`src/rtl/fsne_pkg.sv`:
```
// Shared types, constants and character helpers for the short-name encoder.
// Used by the front, queue, back and top-level modules.
package fsne_pkg;

  localparam int BASE_LEN = 8;
  localparam int EXT_LEN  = 3;
  localparam int NAME_LEN = BASE_LEN + EXT_LEN;
  localparam int QDEPTH   = 2;
  localparam int QIDX_W   = $clog2(QDEPTH);
  localparam int QCNT_W   = $clog2(QDEPTH + 1);
  localparam int BIDX_W   = $clog2(BASE_LEN);
  localparam int POS_W    = $clog2(NAME_LEN);

  localparam logic [7:0] PAD_CHAR = 8'h20;
  localparam logic [7:0] DOT_CHAR = 8'h2E;
  localparam logic [7:0] END_CHAR = 8'h00;

  typedef enum logic [2:0] {
    PH_BASE = 3'b001,
    PH_FULL = 3'b010,
    PH_EXT  = 3'b100
  } phase_t;

  typedef struct packed {
    logic [NAME_LEN-1:0][7:0] bytes;
    logic [1:0]               flags;
  } name_rec_t;

  typedef struct packed {
    logic full;
    logic empty;
  } q_status_t;

  function automatic logic is_lower(input logic [7:0] c);
    return (c >= 8'h61) && (c <= 8'h7A);
  endfunction

  function automatic logic is_upper(input logic [7:0] c);
    return (c >= 8'h41) && (c <= 8'h5A);
  endfunction

  function automatic logic [7:0] to_upper(input logic [7:0] c);
    return is_lower(c) ? (c - 8'h20) : c;
  endfunction

endpackage

```
`src/rtl/fsne_front.sv`:
```
// Front end: accepts name characters, tracks base/extension phase and case flags.
// Hands a finished, space-padded name record to the queue. Depends on fsne_pkg.
module fsne_front import fsne_pkg::*; (
  input  logic      clk,
  input  logic      rst,
  input  logic      item_valid,
  output logic      item_stall,
  input  logic [7:0] ch,
  input  q_status_t q_status,
  output logic      push,
  output name_rec_t push_rec
);

  phase_t                   phase, phase_next;
  logic [3:0]               base_count, base_count_next;
  logic [1:0]               ext_count, ext_count_next;
  logic                     base_has_letter, base_has_letter_next;
  logic                     base_all_lower, base_all_lower_next;
  logic                     ext_has_letter, ext_has_letter_next;
  logic                     ext_all_lower, ext_all_lower_next;
  logic [NAME_LEN-1:0][7:0] name_buffer;

  logic       accept, is_end, is_dot, lower_c, upper_c;
  logic       wr_base, wr_ext, store_ext;
  logic [7:0] up_c;

  assign item_stall = q_status.full;
  assign accept     = item_valid && !item_stall;
  assign is_end     = (ch == END_CHAR);
  assign is_dot     = (ch == DOT_CHAR);
  assign lower_c    = is_lower(ch);
  assign upper_c    = is_upper(ch);
  assign up_c       = to_upper(ch);
  assign store_ext  = wr_ext && (ext_count != 2'(EXT_LEN));
  assign push       = accept && is_end;

  always_comb begin
    phase_next           = phase;
    base_count_next      = base_count;
    ext_count_next       = ext_count;
    base_has_letter_next = base_has_letter;
    base_all_lower_next  = base_all_lower;
    ext_has_letter_next  = ext_has_letter;
    ext_all_lower_next   = ext_all_lower;
    wr_base              = 1'b0;
    wr_ext               = 1'b0;
    if (accept) begin
      if (is_end) begin
        phase_next           = PH_BASE;
        base_count_next      = '0;
        ext_count_next       = '0;
        base_has_letter_next = 1'b0;
        base_all_lower_next  = 1'b1;
        ext_has_letter_next  = 1'b0;
        ext_all_lower_next   = 1'b1;
      end else begin
        unique case (phase)
          PH_BASE: begin
            if (is_dot) begin
              phase_next = PH_EXT;
            end else begin
              wr_base         = 1'b1;
              base_count_next = base_count + 4'd1;
              if (base_count == 4'(BASE_LEN - 1)) begin
                phase_next = PH_FULL;
              end
            end
          end
          PH_FULL: begin
            phase_next = PH_EXT;
            wr_ext     = !is_dot;
          end
          PH_EXT: begin
            wr_ext = 1'b1;
          end
          default: begin
            phase_next = PH_EXT;
            wr_ext     = 1'b1;
          end
        endcase
        if (wr_base) begin
          if (lower_c) begin
            base_has_letter_next = 1'b1;
          end else if (upper_c) begin
            base_has_letter_next = 1'b1;
            base_all_lower_next  = 1'b0;
          end
        end
        if (store_ext) begin
          ext_count_next = ext_count + 2'd1;
          if (lower_c) begin
            ext_has_letter_next = 1'b1;
          end else if (upper_c) begin
            ext_has_letter_next = 1'b1;
            ext_all_lower_next  = 1'b0;
          end
        end
      end
    end
  end

  always_ff @(posedge clk) begin
    if (rst) begin
      phase           <= PH_BASE;
      base_count      <= '0;
      ext_count       <= '0;
      base_has_letter <= 1'b0;
      base_all_lower  <= 1'b1;
      ext_has_letter  <= 1'b0;
      ext_all_lower   <= 1'b1;
    end else begin
      phase           <= phase_next;
      base_count      <= base_count_next;
      ext_count       <= ext_count_next;
      base_has_letter <= base_has_letter_next;
      base_all_lower  <= base_all_lower_next;
      ext_has_letter  <= ext_has_letter_next;
      ext_all_lower   <= ext_all_lower_next;
    end
  end

  always_ff @(posedge clk) begin
    for (int i = 0; i < BASE_LEN; i++) begin
      if (wr_base && (base_count[BIDX_W-1:0] == BIDX_W'(i))) begin
        name_buffer[i] <= up_c;
      end
    end
    for (int i = 0; i < EXT_LEN; i++) begin
      if (store_ext && (ext_count == 2'(i))) begin
        name_buffer[BASE_LEN + i] <= up_c;
      end
    end
  end

  always_comb begin
    for (int i = 0; i < BASE_LEN; i++) begin
      push_rec.bytes[i] = (4'(i) < base_count) ? name_buffer[i] : PAD_CHAR;
    end
    for (int i = 0; i < EXT_LEN; i++) begin
      push_rec.bytes[BASE_LEN + i] = (2'(i) < ext_count) ? name_buffer[BASE_LEN + i]
                                                          : PAD_CHAR;
    end
    push_rec.flags = {ext_has_letter && ext_all_lower, base_has_letter && base_all_lower};
  end

endmodule

```
`src/rtl/fsne_queue.sv`:
```
// Small FIFO of finished name records between front and back end.
// Depends on fsne_pkg for the record type and depth.
module fsne_queue import fsne_pkg::*; (
  input  logic      clk,
  input  logic      rst,
  input  logic      push,
  input  name_rec_t push_rec,
  input  logic      pop,
  output name_rec_t head,
  output q_status_t q_status
);

  name_rec_t           entries [QDEPTH];
  logic [QIDX_W-1:0]   wr_ptr, rd_ptr;
  logic [QCNT_W-1:0]   count;
  logic                do_push, do_pop;

  assign q_status.full  = (count == QCNT_W'(QDEPTH));
  assign q_status.empty = (count == '0);
  assign do_push        = push && !q_status.full;
  assign do_pop         = pop && !q_status.empty;
  assign head           = entries[rd_ptr];

  always_ff @(posedge clk) begin
    if (rst) begin
      wr_ptr <= '0;
      rd_ptr <= '0;
      count  <= '0;
    end else begin
      if (do_push) begin
        wr_ptr <= wr_ptr + QIDX_W'(1);
      end
      if (do_pop) begin
        rd_ptr <= rd_ptr + QIDX_W'(1);
      end
      case ({do_push, do_pop})
        2'b10:   count <= count + QCNT_W'(1);
        2'b01:   count <= count - QCNT_W'(1);
        default: count <= count;
      endcase
    end
  end

  always_ff @(posedge clk) begin
    if (do_push) begin
      entries[wr_ptr] <= push_rec;
    end
  end

endmodule

```
`src/rtl/fsne_back.sv`:
```
// Back end: serializes one name record into eleven result transfers.
// Holds the output register; depends on fsne_pkg.
module fsne_back import fsne_pkg::*; (
  input  logic             clk,
  input  logic             rst,
  input  name_rec_t        head,
  input  q_status_t        q_status,
  output logic             pop,
  output logic             result_valid,
  input  logic             result_stall,
  output logic [7:0]       out_byte,
  output logic [POS_W-1:0] position,
  output logic [1:0]       case_flags,
  output logic             last
);

  logic [POS_W-1:0] idx;
  logic             load, at_end;

  assign load   = !q_status.empty && (!result_valid || !result_stall);
  assign at_end = (idx == POS_W'(NAME_LEN - 1));
  assign pop    = load && at_end;

  always_ff @(posedge clk) begin
    if (rst) begin
      result_valid <= 1'b0;
      idx          <= '0;
    end else if (load) begin
      result_valid <= 1'b1;
      idx          <= at_end ? '0 : idx + POS_W'(1);
    end else if (!result_stall) begin
      result_valid <= 1'b0;
    end
  end

  always_ff @(posedge clk) begin
    if (load) begin
      out_byte   <= head.bytes[idx];
      position   <= idx;
      last       <= at_end;
      case_flags <= at_end ? head.flags : 2'b00;
    end
  end

endmodule

```
`src/rtl/fat_short_name_encoder_unit.sv`:
```
// FAT 8.3 short-name encoder top level: front end, record queue, back end.
// Depends on fsne_pkg, fsne_front, fsne_queue and fsne_back.
//
// Input channel (item_valid / item_stall / ch): one name byte per transfer,
// a zero byte ends the name. Characters are taken one per cycle.
// Result channel (result_valid / result_stall / out_byte, position,
// case_flags, last): eleven transfers per name, positions 0..10, space
// padded, case_flags meaningful on the last transfer only.
// A name's record enters the queue on its terminator transfer; the back
// end loads the first result into its output register once that record
// is at the head; the rest follow one per cycle while not stalled.
// Throughput: one character per cycle in unless item_stall is high; one
// result per cycle out unless stalled. A two-entry record queue between
// the front and the back lets the front keep taking characters while the
// output drains; item_stall rises only while both entries are occupied.
// A stalled result holds its payload; the back end waits on the stall.
// Reset (rst, synchronous) empties the queue, drops any partial name and
// clears result_valid.
module fat_short_name_encoder_unit import fsne_pkg::*; (
  input  logic       clk,
  input  logic       rst,
  input  logic       item_valid,
  output logic       item_stall,
  input  logic [7:0] ch,
  output logic       result_valid,
  input  logic       result_stall,
  output logic [7:0] out_byte,
  output logic [3:0] position,
  output logic [1:0] case_flags,
  output logic       last
);

  name_rec_t push_rec, head;
  q_status_t q_status;
  logic      push, pop;

  fsne_front u_front (
    .clk        (clk),
    .rst        (rst),
    .item_valid (item_valid),
    .item_stall (item_stall),
    .ch         (ch),
    .q_status   (q_status),
    .push       (push),
    .push_rec   (push_rec)
  );

  fsne_queue u_queue (
    .clk      (clk),
    .rst      (rst),
    .push     (push),
    .push_rec (push_rec),
    .pop      (pop),
    .head     (head),
    .q_status (q_status)
  );

  fsne_back u_back (
    .clk          (clk),
    .rst          (rst),
    .head         (head),
    .q_status     (q_status),
    .pop          (pop),
    .result_valid (result_valid),
    .result_stall (result_stall),
    .out_byte     (out_byte),
    .position     (position),
    .case_flags   (case_flags),
    .last         (last)
  );

  a_last_pos: assert property (@(posedge clk) disable iff (rst)
    result_valid && last |-> position == 4'(NAME_LEN - 1))
    else $error("last transfer not at final position");

  a_flags_zero: assert property (@(posedge clk) disable iff (rst)
    result_valid && !last |-> case_flags == 2'b00)
    else $error("case flags set before last transfer");

  a_queue_sane: assert property (@(posedge clk) disable iff (rst)
    !(q_status.full && q_status.empty))
    else $error("queue both full and empty");

  a_pos_step: assert property (@(posedge clk) disable iff (rst)
    $past(!rst) && $past(result_valid && !result_stall && !last)
    |-> result_valid && position == $past(position) + 4'd1)
    else $error("result position did not advance by one");

endmodule

```
`config.mk`:
```
export PLATFORM = sky130hd
export DESIGN_NAME = fat_short_name_encoder_unit
export DESIGN_NICKNAME = d
export VERILOG_FILES = /design/src/rtl/fsne_pkg.sv /design/src/rtl/fsne_front.sv /design/src/rtl/fsne_queue.sv /design/src/rtl/fsne_back.sv /design/src/rtl/fat_short_name_encoder_unit.sv
export SDC_FILE = /design/constraint.sdc
export NUM_CORES = 1
export LEC_CHECK = 0
export BUFFER_PORTS_ARGS = -buffer_cell sky130_fd_sc_hd__buf_2
export CORE_AREA = 2 2 158 160
export CTS_CLUSTER_SIZE = 24
export DETAILED_ROUTE_END_ITERATION = 8
export DIE_AREA = 0 0 160 162
export GPL_TIMING_DRIVEN = 0
export PLACE_DENSITY = 0.68
export SETUP_SLACK_MARGIN = 0.2
export SYNTH_ARGS = -nofsm -noshare
export SYNTH_HDL_FRONTEND = slang
export SYNTH_HIERARCHICAL = 1
export SYNTH_SLANG_ARGS = --single-unit
```
`constraint.sdc`:
```
create_clock -name clk -period 4.5 [get_ports clk]
set_input_delay 0.45 -clock clk [delete_from_list [all_inputs] [get_ports clk]]
set_output_delay 0.45 -clock clk [all_outputs]
set_load 0.005 [all_outputs]
```
Yosys cells after proc, flatten, opt, wreduce, memory -nomap -nowiden --
Memories as Yosys holds them, arrays and structs flattened. A register that Yosys moved wholly into a read port is not among the register bits. Index checks and enable logic that the tools add are counted. Widths: inputs -> output; s select.
Storage, ports and cells: bits in registers 125, bits in writable memories 180, input port bits 12, output and inout bits 17, word-level logic and storage cells 173, memories 1
Cells by class: add/sub/neg operators 8, $lt $le $gt $ge 16, equal/unequal tests 24, muxes and demuxes 52, reductions and logical operators 45
Memories:
- u_queue.entries | words 2, width 90, read ports 1, clocked after memory_dff 1, wr ports 1, RTL line fsne_queue.sv:13 | name_rec_t entries [QDEPTH];
Operators with widths (number):
- $mux 8 | 13
- $bmux 8 s4 | 1
- $mux 1 | 26
- $logic_and 1x1->1 | 22
- $ge 8x7->1 const B | 2
- $le 8x7->1 const B | 2
- $lt 3x4->1 const A | 4
- $mux 4 | 4
- $eq 3x3->1 const B | 5
- $reduce_and 3->1 | 4
- $reduce_bool 2->1 | 5
- $eq 3x2->1 const B | 3
- $mux 3 | 3
- $add 4x1->4 const B | 2
- $eq 8x6->1 const B | 1
- $logic_not 8->1 | 1
- $lt 1x4->1 const A | 2
- $lt 2x4->1 const A | 2
- $ne 2x1->1 const B | 4
- $reduce_and 4->1 | 2
- $sub 8x6->8 const B | 1
- $eq 2x2->1 const B | 3
- $eq 3x1->1 const B | 2
- $pmux 3 s2 | 1
- 20 further kinds | 30

Depth between registers and ports, before layout --
Gate-level depths: netlist (run 1).
depth in word-level cells 8, depth in mapped cells 10, depth with buffers taken out 9

Hierarchy --
Netlist (run 1), hierarchy kept.
Modules (own cells, without submodules):
- fsne_queue | instances 1, cells an instance 306, area an instance 6692.7 µm², seq. area each 5505.3 µm²
- fsne_front | instances 1, cells an instance 319, area an instance 4299.1 µm², seq. area each 2902.8 µm²
- fsne_back | instances 1, cells an instance 121, area an instance 1477.7 µm², seq. area each 550.5 µm²

Worst setup path before layout (run 1) --
No wires, ideal clock.
path kind input -> register, start point input ch[2], end point memory u_queue/entries[1][0] in the netlist's numbering, enable pin, library setup time 0.459 ns, arrival 3.668 ns, required time 4.041 ns, slack 0.373 ns, cell stages on the path 4, path buffers 0, path through or4_4 -> or3_4 -> nor2_4 -> and3_1
On the way: longest elaborated chain between the ends 5
Ends and longest elaborated chain:
- from (decl) | RTL line fat_short_name_encoder_unit.sv:24 | input logic [7:0] ch,
- $logic_not 8->1 | RTL line fsne_front.sv:29 | assign is_end = (ch == END_CHAR);
- $logic_and 1x1->1 | RTL line fsne_front.sv:35 | assign push = accept && is_end;
- via push | RTL line fat_short_name_encoder_unit.sv:35 | logic push, pop;
- $logic_and 1x1->1 | RTL line fsne_queue.sv:20 | assign do_push = push && !q_status.full;
- $mux 1 | RTL line fsne_queue.sv:45 | if (do_push) begin
- $mux 1 (not written as such) | RTL line fsne_queue.sv:46 | entries[wr_ptr] <= push_rec;
- to (decl) | RTL line fsne_queue.sv:13
The timed path passes the listed nets, and every way through them passes these cells.

Final worst setup path (run 1) --
start point input ch[2], end point memory u_queue/entries[0][73] in the netlist's numbering, enable pin
The elaborated chain is that of the path after synthesis.

==> flow_summary.json, run 1 <==
{
  "outcome": "complete, no violations",
  "tightest_slew_ns": 1.34,
  "overflow": 0,
  "fmax_ghz": 0.331,
  "synth_top_area_share_pct": 68.2,
  "htreeDepth": 1,
  "finalHoldViolCount": 0,
  "ios": 29,
  "hpwlAfterDp_um": 16000,
  "hold-path-endpoint": "u_back/result_valid",
  "row_count": 57,
  "clockBufferDepth": 3,
  "fin_crit_sh_pct": 67.1,
  "dieWidth_um": 160,
  "wl_um": 24700,
  "post_drt_wl_per_cell_um": 21.4,
  "clkSlewWorstSetupHoldPaths_ns": 0.06,
  "rr_endpoint": "u_front/name_buffer[10]",
  "drv_slew": 0,
  "gr-usage-all-layers_pct": 18.9,
  "r2r_start": "u_queue/count[0]",
  "ys_seq_elements": 306,
  "finalNetCount": 835,
  "antenna_found_initial": 0,
  "synth_edf_count": 283,
  "ys_seq_area_share_pct": 71.8,
  "arrival_ns": 3.22,
  "ff2ff_path_depth": 7,
  "cp.required_ns": 4.71,
  "vdd_drop_max_mv": 0.264,
  "synth.cell_area_um2": 12500,
  "yosys_warnings": 6,
  "cts_buffers": 30,
  "critical_path.max_fanout": 58,
  "grt_pass1_vias": 6593,
  "dieArea_um2": 25900,
  "via_per_inst": 5.57,
  "worstHoldPathType": "in -> reg",
  "crit_path_start_kind": "input pin",
  "postRouteAntennaNets": 0,
  "clock-sinks": 306,
  "timing.critical_path.cells": "buf_2, or4_4, or3_4, nor2_4, inv_1, or3_1, inv_4, buf_16",
  "syn_area_per_cell_um2": 16.7,
  "utilization_pct": 58.6,
  "num_antenna_cells": 0,
  "grt_max_degree": 59,
  "ys_types": 59,
  "synth_area_leaders": "edfxtp_1 68%, mux2_2 9.4%, dfxtp_1 3.7%",
  "min_period_ns": 3.02,
  "dr.pass1.iters": 5,
  "drive_gt1_share_pct": 28.8,
  "crit_family": "simple AND/OR/NAND/NOR gates",
  "max_stage_delay_ns": 0.63,
  "relSlewSlack_pct": 9.71,
  "ctsHoldBuffers": 0,
  "hold_depth": 3,
  "hold_slack_ns": 0.182,
  "io_buffers": 28,
  "cts_tree": "done",
  "p_per_area_nw_per_um2": 411,
  "coreArea_um2": 24100,
  "cp_num_buf_inv": 4,
  "drtIter0Drc": 555,
  "slowest_stage": "or4_4",
  "drcViolationCount": 0,
  "syn_inst": 746,
  "clk_latency_ns": 0.54,
  "synthToLayoutAreaGrowth_pct": 13.4,
  "clock-root-buffer": "clkbuf_16",
  "rsz0062_at_grt": "false",
  "synth_top_flop_cell": "edfxtp_1",
  "crit_path_end_kind": "flop",
  "path_class": "in -> reg",
  "p_leak_nw": 4.75,
  "syn_nets": 772,
  "grt_pass1_wl_um": 37300,
  "die_h_um": 162,
  "cap_violations": 0,
  "gp_congestion": 0.872,
  "hp-start": "result_stall",
  "vias": 6442,
  "setup_violations": 0,
  "yosysTopAreaCell": "edfxtp_1",
  "reg2reg_slack_ns": 1.59,
  "postCtsSetupRepairBufs": 0,
  "cts_resized": 0,
  "initial_utilization_pct": 51.7,
  "async_flop_share_pct": 0,
  "fin_skew_ns": 0.00691
}
[cell usage in the layout (no fill, tap or decap), types with 7 or more instances in the layout]
cell type and instances:
ha_1 14, a221o_1 8, and2_1 31, clkinv_2 9, dfxtp_1 23, buf_2 43
mux2_2 104, clkbuf_16 31, edfxtp_1 283, nand2_1 11, mux2_1 7, nand2b_1 7
o22ai_1 8, nor2b_1 65, inv_1 16, clkbuf_1 9, nor3_1 15, a21oi_1 12
or2_2 8, nor2_1 20
[through the flow]
stage | TNS (ns) | cell area, um2 | instances | total power (W) | worst slack, ns
4_1_cts | 0 | 14100 | 1157 | 0.00584 | 1.48
6_report | 0 | 14100 | 1157 | 0.00581 | 1.48
3_5_place_dp | 0 | 13100 | 1101 | 0.00331 | 0.915
5_1_grt | 0 | 14100 | 1157 | 0.00597 | 1.39
2_1_floorplan | 0 | 12500 | 746 | 0.00325 | 0.373
3_3_place_gp | -209.58 | 13000 | 1098 | 0.00331 | -1.27
[cell usage after synthesis, drive strengths merged, types with 9 or more instances]
master / n
nand2: 11
or2: 9
ha: 14
nor3: 15
mux2: 114
buf: 20
and2: 31
inv: 19
nor2b: 65
o21ai: 9
dfxtp: 23
a21oi: 13
nor2: 21
edfxtp: 283
[final cells by class]
cell class / instances / area [um2]
plain buffers: 28 / 166
fillers: 1846 / 9970
clock inverters: 19 / 186
repair buffers: 31 / 210
inverters: 19 / 73.8
well taps: 324 / 405
clock buffers: 37 / 848
flip-flops and latches: 306 / 8960
multi-input cells: 393 / 3290
[worst max-delay path by stage]
stage               slack [ns]  start                     end  cells after the start
floorplan                 0.37  ch[2]   u_queue/entries[1][0]                      4
global placement         -1.27  ch[2]  u_queue/entries[1][22]                      5
detailed placement        0.92  ch[2]  u_queue/entries[0][22]                      8
CTS                       1.48  ch[2]  u_queue/entries[0][22]                      8
global route              1.39  ch[2]  u_queue/entries[0][22]                      8
finish                    1.48  ch[2]  u_queue/entries[0][73]                      8
[cells by family (layout without fill, tap and decap cells)]
group           count (synthesis)  after routing  synth area share [%]
flops                         306            306                  71.8
simple gates                  193            193                  9.20
mux                           123            123                  12.0
compound gates                 58             58                  3.32
buf+inv                        47            134                  1.91
fa+ha+maj                      14             14                  1.40
xor+xnor                        5              5                 0.351
[routing by layer]
metal  GRT usage [%]  up-vias  part of all wire [%]
met4            7.37        0                   3.6
met3            2.50       49                   5.2
met1            24.7     3250                    42
li1                -     2958                     -
met5               0        -                     0
met2            32.6      185                    49
[flip-flops by register name (all words and copies together), names as in the netlist, named ones only]
register	flops
u_back/case_flags	2
u_back/idx	4
u_back/last	1
u_back/out_byte	8
u_back/position	4
u_back/result_valid	1
u_front/base_all_lower	1
u_front/base_count	4
u_front/base_has_letter	1
u_front/ext_all_lower	1
u_front/ext_count	2
u_front/ext_has_letter	1
u_front/name_buffer	88
u_front/phase	3
u_queue/count	2
u_queue/entries	180
u_queue/rd_ptr	1
u_queue/wr_ptr	1
[where the power goes]
group | total, W | leakage (nW) | switching, W | internal [W]
clock | 0.00255 | 0.515 | 0.00104 | 0.00151
sequential | 0.00312 | 2.75 | 0.00000887 | 0.00311
combinational | 0.000134 | 1.49 | 0.0000990 | 0.0000351
total | 0.00581 | 4.75 | 0.00114 | 0.00466
[worst min-delay path: cells and delay by family]
| kind | cells | cell delay, ns |
|---|---|---|
| AO/OA/AOI/OAI | 1 | 0.05 |
| buffers and inverters | 1 | 0.11 |
| AND/OR/NAND/NOR | 1 | 0.06 |
No activity file was read; power rests on OpenSTA's default activity.
==> run 2, diff against run 1 <==
==> constraint.sdc (replaced) <==
create_clock -name clk -period 2.9 [get_ports clk]
set_input_delay 0.29 -clock clk [delete_from_list [all_inputs] [get_ports clk]]
set_output_delay 0.29 -clock clk [all_outputs]
set_load 0.005 [all_outputs]
==> run 2 against run 1 <==
Net effect:
- sequential power grew 55%
- global-route usage grew 0.86 points
- sequential share of layout area grew 0.17 points
- critical path type is now reg -> reg
- critical endpoint is now u_back/out_byte[6]
- largest power group unchanged
- highest routed layer unchanged
==> flow_summary.json, run 2 (same netlist as run 1, synthesis figures left out) <==
{
  "cts_tree": "done",
  "path_class": "reg -> reg",
  "cp.required_ns": 3.19,
  "grt_pass1_wl_um": 38500,
  "drv_slew": 0,
  "post_drt_wl_per_cell_um": 21.5,
  "dieArea_um2": 25900,
  "wl_um": 25000,
  "min_period_ns": 2.60,
  "drcViolationCount": 0,
  "p_per_area_nw_per_um2": 618,
  "largest_reg_flops": 180,
  "num-fill-cells": 1838,
  "layout_commonest_cell": "edfxtp_1",
  "final_cell_mix": "283 x edfxtp_1, 104 x mux2_2, 65 x nor2b_1, 42 x buf_2, 31 x clkbuf_16",
  "synthToLayoutAreaGrowth_pct": 13.1,
  "finalHoldViolCount": 0,
  "grt_pass1_vias": 6683,
  "gr-usage-all-layers_pct": 19.8,
  "fin_crit_sh_pct": 89.5,
  "clkSlewWorstSetupHoldPaths_ns": 0.06,
  "drive_gt1_share_pct": 28.8,
  "final.setup.tns_ns": 0,
  "overflow": 0,
  "cts_buffers": 30,
  "place_area_um2": 13100,
  "num_antenna_cells": 0,
  "regMostFlops": "u_queue/entries",
  "dieWidth_um": 160,
  "finalNetCount": 839,
  "clockBufferDepth": 3,
  "clock-sinks": 306,
  "rsz0062_at_grt": "false",
  "worstHoldPathType": "in -> reg",
  "htreeDepth": 1,
  "vias": 6429,
  "vdd_drop_max_mv": 0.446,
  "placedCellCount": 1103,
  "final_cells": 1161,
  "arrival_ns": 2.88,
  "fmax_ghz": 0.385,
  "grt_max_degree": 47,
  "fin_area_um2": 14100,
  "via_per_inst": 5.54,
  "crit_path_end_kind": "flop",
  "gp_congestion": 0.868,
  "largest_registers": "u_queue/entries (180), u_front/name_buffer (88), u_back/out_byte (8)",
  "hpwlAfterDp_um": 16200,
  "ios": 29,
  "coreArea_um2": 24100,
  "relSlewSlack_pct": 13.2,
  "critical_path.max_fanout": 10,
  "layout_setup_ws_ns": 0.304,
  "clk_latency_ns": 0.54,
  "row_count": 57,
  "hold_slack_ns": 0.0321,
  "outcome": "complete, no violations",
  "drtIter0Drc": 605,
  "place_ws_ns": -0.285,
  "die_h_um": 162,
  "initial_utilization_pct": 51.7,
  "dr.pass1.iters": 5,
  "setup_violations": 0,
  "clock-root-buffer": "clkbuf_16",
  "tightest_slew_ns": 1.29,
  "crit_path_start_kind": "flop",
  "ctsHoldBuffers": 0,
  "postRouteAntennaNets": 0,
  "cap_violations": 0,
  "fin_skew_ns": 0.0106,
  "io_buffers": 28,
  "p_leak_nw": 4.72,
  "antenna_found_initial": 0
}
-- run 2: routing by layer --
layer | part of all wire [%] | track usage (%) | vias to the layer above
met3 | 5.7 | 2.83 | 45
met1 | 41 | 24.9 | 3219
met2 | 50 | 34.9 | 199
met5 | 0 | 0 | -
li1 | - | - | 2966
met4 | 3.3 | 7.86 | 0
-- run 2: cell type report --
| type | instances | area, um2 | share of cell area [%] |
|---|---|---|---|
| Sequential cell | 306 | 8960 | 63.5 |
| Multi-Input combinational cell | 393 | 3300 | 23.4 |
| Clock buffer | 38 | 802 | 5.69 |
| Tap cell | 324 | 405 | 2.88 |
| Timing Repair Buffer | 35 | 249 | 1.77 |
| Buffer | 28 | 169 | 1.20 |
| Clock inverter | 18 | 134 | 0.950 |
| Inverter | 19 | 75.1 | 0.533 |
-- run 2: worst max-delay path, cell delays in order (launching register included) --
cell and delay, ns:
dfxtp_1 0.30, buf_2 0.22, buf_2 0.34, mux2_2 0.39
mux2_4 0.27, o221ai_1 0.37, a21oi_1 0.15, a221o_1 0.29
-- run 2: per-stage QoR --
stage	power [W]	utilization, %
floorplan	0.00504	-
finish	0.00871	58.5
global placement	0.00513	54.0
detailed placement	0.00515	54.5
CTS	0.00878	58.4
global route	0.00897	58.5
-- run 2: final timing paths --
check	startpoint	end	slack, ns	cells past startpoint
hold / removal	result_stall	u_back/result_valid	0.03	3
setup reg to reg	flop	u_back/out_byte[6]	0.30	7
hold reg to reg	u_front/base_all_lower	u_front/base_all_lower	0.46	2
setup / recovery	flop	u_back/out_byte[6]	0.30	7
-- run 2: timing repair --
item                       CTS  global route
pin swaps                    0             0
resized for setup            7             2
buffers inserted             0             2
setup endpoints to repair   56           131
-- run 2: where the power goes --
| part | leakage [nW] | total [W] | internal [W] | switching, W |
|---|---|---|---|---|
| registers | 2.75 | 0.00485 | 0.00483 | 0.0000141 |
| clock network | 0.463 | 0.00365 | 0.00212 | 0.00153 |
| logic | 1.51 | 0.000211 | 0.0000581 | 0.000153 |
==> run 3, diff against run 2 <==
==> constraint.sdc (replaced) <==
create_clock -name clk -period 2.9 [get_ports clk]
set_input_delay 0.29 -clock clk [delete_from_list [all_inputs] [get_ports clk]]
set_output_delay 0.29 -clock clk [all_outputs]
set_load 0.1 [all_outputs]
==> run 3 against run 2 <==
Net effect:
- die area did not move
- power fell by 0.48%
- clock power fell by 1%
- critical path depth did not move
- final area rose by 0.20%
- non-clock buffer count rose by 5
- cell count rose by 0.34%
- critical path type unchanged
- largest cell class unchanged
==> flow_summary.json, run 3 (same netlist as run 1, synthesis figures left out) <==
{
  "outcome": "complete, no violations",
  "overflow": 0,
  "hpwlAfterDp_um": 16200,
  "dieArea_um2": 25900,
  "cts_tree": "done",
  "largest_registers": "u_queue/entries (180), u_front/name_buffer (88), u_back/out_byte (8)",
  "vias": 6555,
  "hp-start": "rst",
  "clkSlewWorstSetupHoldPaths_ns": 0.06,
  "fin_skew_ns": 0.0185,
  "p_leak_nw": 4.74,
  "setup_violations": 0,
  "initial_utilization_pct": 51.7,
  "htreeDepth": 1,
  "layout_setup_ws_ns": 0.267,
  "cts_buffers": 29,
  "grt_pass1_wl_um": 38500,
  "synthToLayoutAreaGrowth_pct": 13.3,
  "rsz0062_at_grt": "true",
  "crit_path_start_kind": "flop",
  "drcViolationCount": 0,
  "clk_latency_ns": 0.55,
  "cap_violations": 0,
  "drive_gt1_share_pct": 29.4,
  "fmax_ghz": 0.380,
  "fin_crit_sh_pct": 90.8,
  "worstHoldPathType": "in -> reg",
  "row_count": 57,
  "drtIter0Drc": 554,
  "antenna_found_initial": 0,
  "largest_reg_flops": 180,
  "die_h_um": 162,
  "vdd_drop_max_mv": 0.348,
  "cp.required_ns": 3.20,
  "min_period_ns": 2.63,
  "wl_um": 25500,
  "final_cell_mix": "283 x edfxtp_1, 104 x mux2_2, 65 x nor2b_1, 43 x buf_2, 30 x and2_1",
  "postRouteAntennaNets": 0,
  "grt_max_degree": 49,
  "grt_pass1_vias": 6806,
  "via_per_inst": 5.63,
  "clock-root-buffer": "clkbuf_16",
  "dieWidth_um": 160,
  "num_antenna_cells": 0,
  "path_class": "reg -> reg",
  "io_buffers": 28,
  "reg2reg_slack_ns": 0.27,
  "drv_slew": 0,
  "gr-usage-all-layers_pct": 19.6,
  "finalNetCount": 844,
  "finalHoldViolCount": 0,
  "ios": 29,
  "critical_path.max_fanout": 10,
  "gp_congestion": 0.852,
  "post_drt_wl_per_cell_um": 21.9,
  "hold_depth": 2,
  "relSlewSlack_pct": 10.8,
  "tightest_slew_ns": 1.33,
  "rr_endpoint": "u_back/out_byte[2]",
  "place_ws_ns": -0.283,
  "dr.pass1.iters": 5,
  "arrival_ns": 2.94,
  "p_per_area_nw_per_um2": 614,
  "layout_commonest_cell": "edfxtp_1",
  "crit_path_end_kind": "flop",
  "regMostFlops": "u_queue/entries",
  "ff2ff_path_depth": 7,
  "clockBufferDepth": 3,
  "coreArea_um2": 24100,
  "final.setup.tns_ns": 0,
  "clock-sinks": 306
}
[run 3: cell count changes in the layout (fill, tap and decap cells not counted), sizes merged]
| cell | before | now |
|---|---|---|
| dlygate4sd3 | 0 | 1 |
| clkinv | 15 | 12 |
| inv | 19 | 20 |
| clkbuf | 47 | 46 |
| and3 | 7 | 8 |
| buf | 54 | 59 |
[run 3: layout make-up]
type	instances	area (um2)
fill	1836	9980
timing repair buffer	40	282
clock inverter	16	134
tap	324	405
inverter	19	75.1
sequential	306	8960
buffer	28	166
multi-input combinational	394	3320
clock buffer	38	779
[run 3: power by group]
| part | leakage (nW) | switching, W | internal [W] | total (W) |
|---|---|---|---|---|
| sequential | 2.75 | 0.0000143 | 0.00483 | 0.00485 |
| combinational | 1.54 | 0.000155 | 0.0000591 | 0.000214 |
| clock | 0.454 | 0.00154 | 0.00207 | 0.00361 |
[run 3: metrics by stage]
step           area (um2)  hold WS, ns  utilization, %  power, W  cells
3_3_place_gp        13000        0.448            54.0   0.00513   1098
6_report            14100       0.0492            58.6   0.00867   1165
5_1_grt             14100       0.0425            58.6   0.00892   1165
3_5_place_dp        13100        0.449            54.4   0.00515   1102
4_1_cts             14000       0.0243            58.3   0.00875   1157
2_1_floorplan       12500        0.359               -   0.00505    746
[run 3: critical path: stages (launching register included)]
cell and delay [ns]:
dfxtp_1 0.30, buf_2 0.23, buf_2 0.34, mux2_2 0.37
mux2_1 0.34, o22ai_1 0.36, nor3_1 0.16, a221o_1 0.29
[run 3: timing repair]
item | in CTS | in global routing
endpoints found under the hold margin | 1 | 0
cloned | 0 | 1
resized for setup | 4 | 5
setup endpoints to repair | 56 | 149
pin swaps | 0 | 1
buffers inserted | 0 | 7
hold buffers | 1 | 0
[run 3: routing by layer]
layer	routed length, um	track usage (%)	vias up
met3	1300	2.45	68
met1	10500	25.2	3283
met4	782	7.62	0
li1	-	-	2975
met5	0	0	-
met2	12900	34.4	229
[run 3: worst max-delay path by stage]
stage	start	endpoint	slack (ns)	depth (start not counted)
floorplan	ch[2]	u_queue/entries[0][0]	-0.14	6
global placement	ch[2]	u_queue/entries[0][26]	-1.09	7
detailed placement	ch[2]	u_queue/entries[0][26]	-0.28	8
CTS	u_queue/count[0]	u_front/name_buffer[9]	0.21	7
global route	u_queue/count[0]	u_front/name_buffer[30]	0.17	7
finish	flop	u_back/out_byte[2]	0.27	7
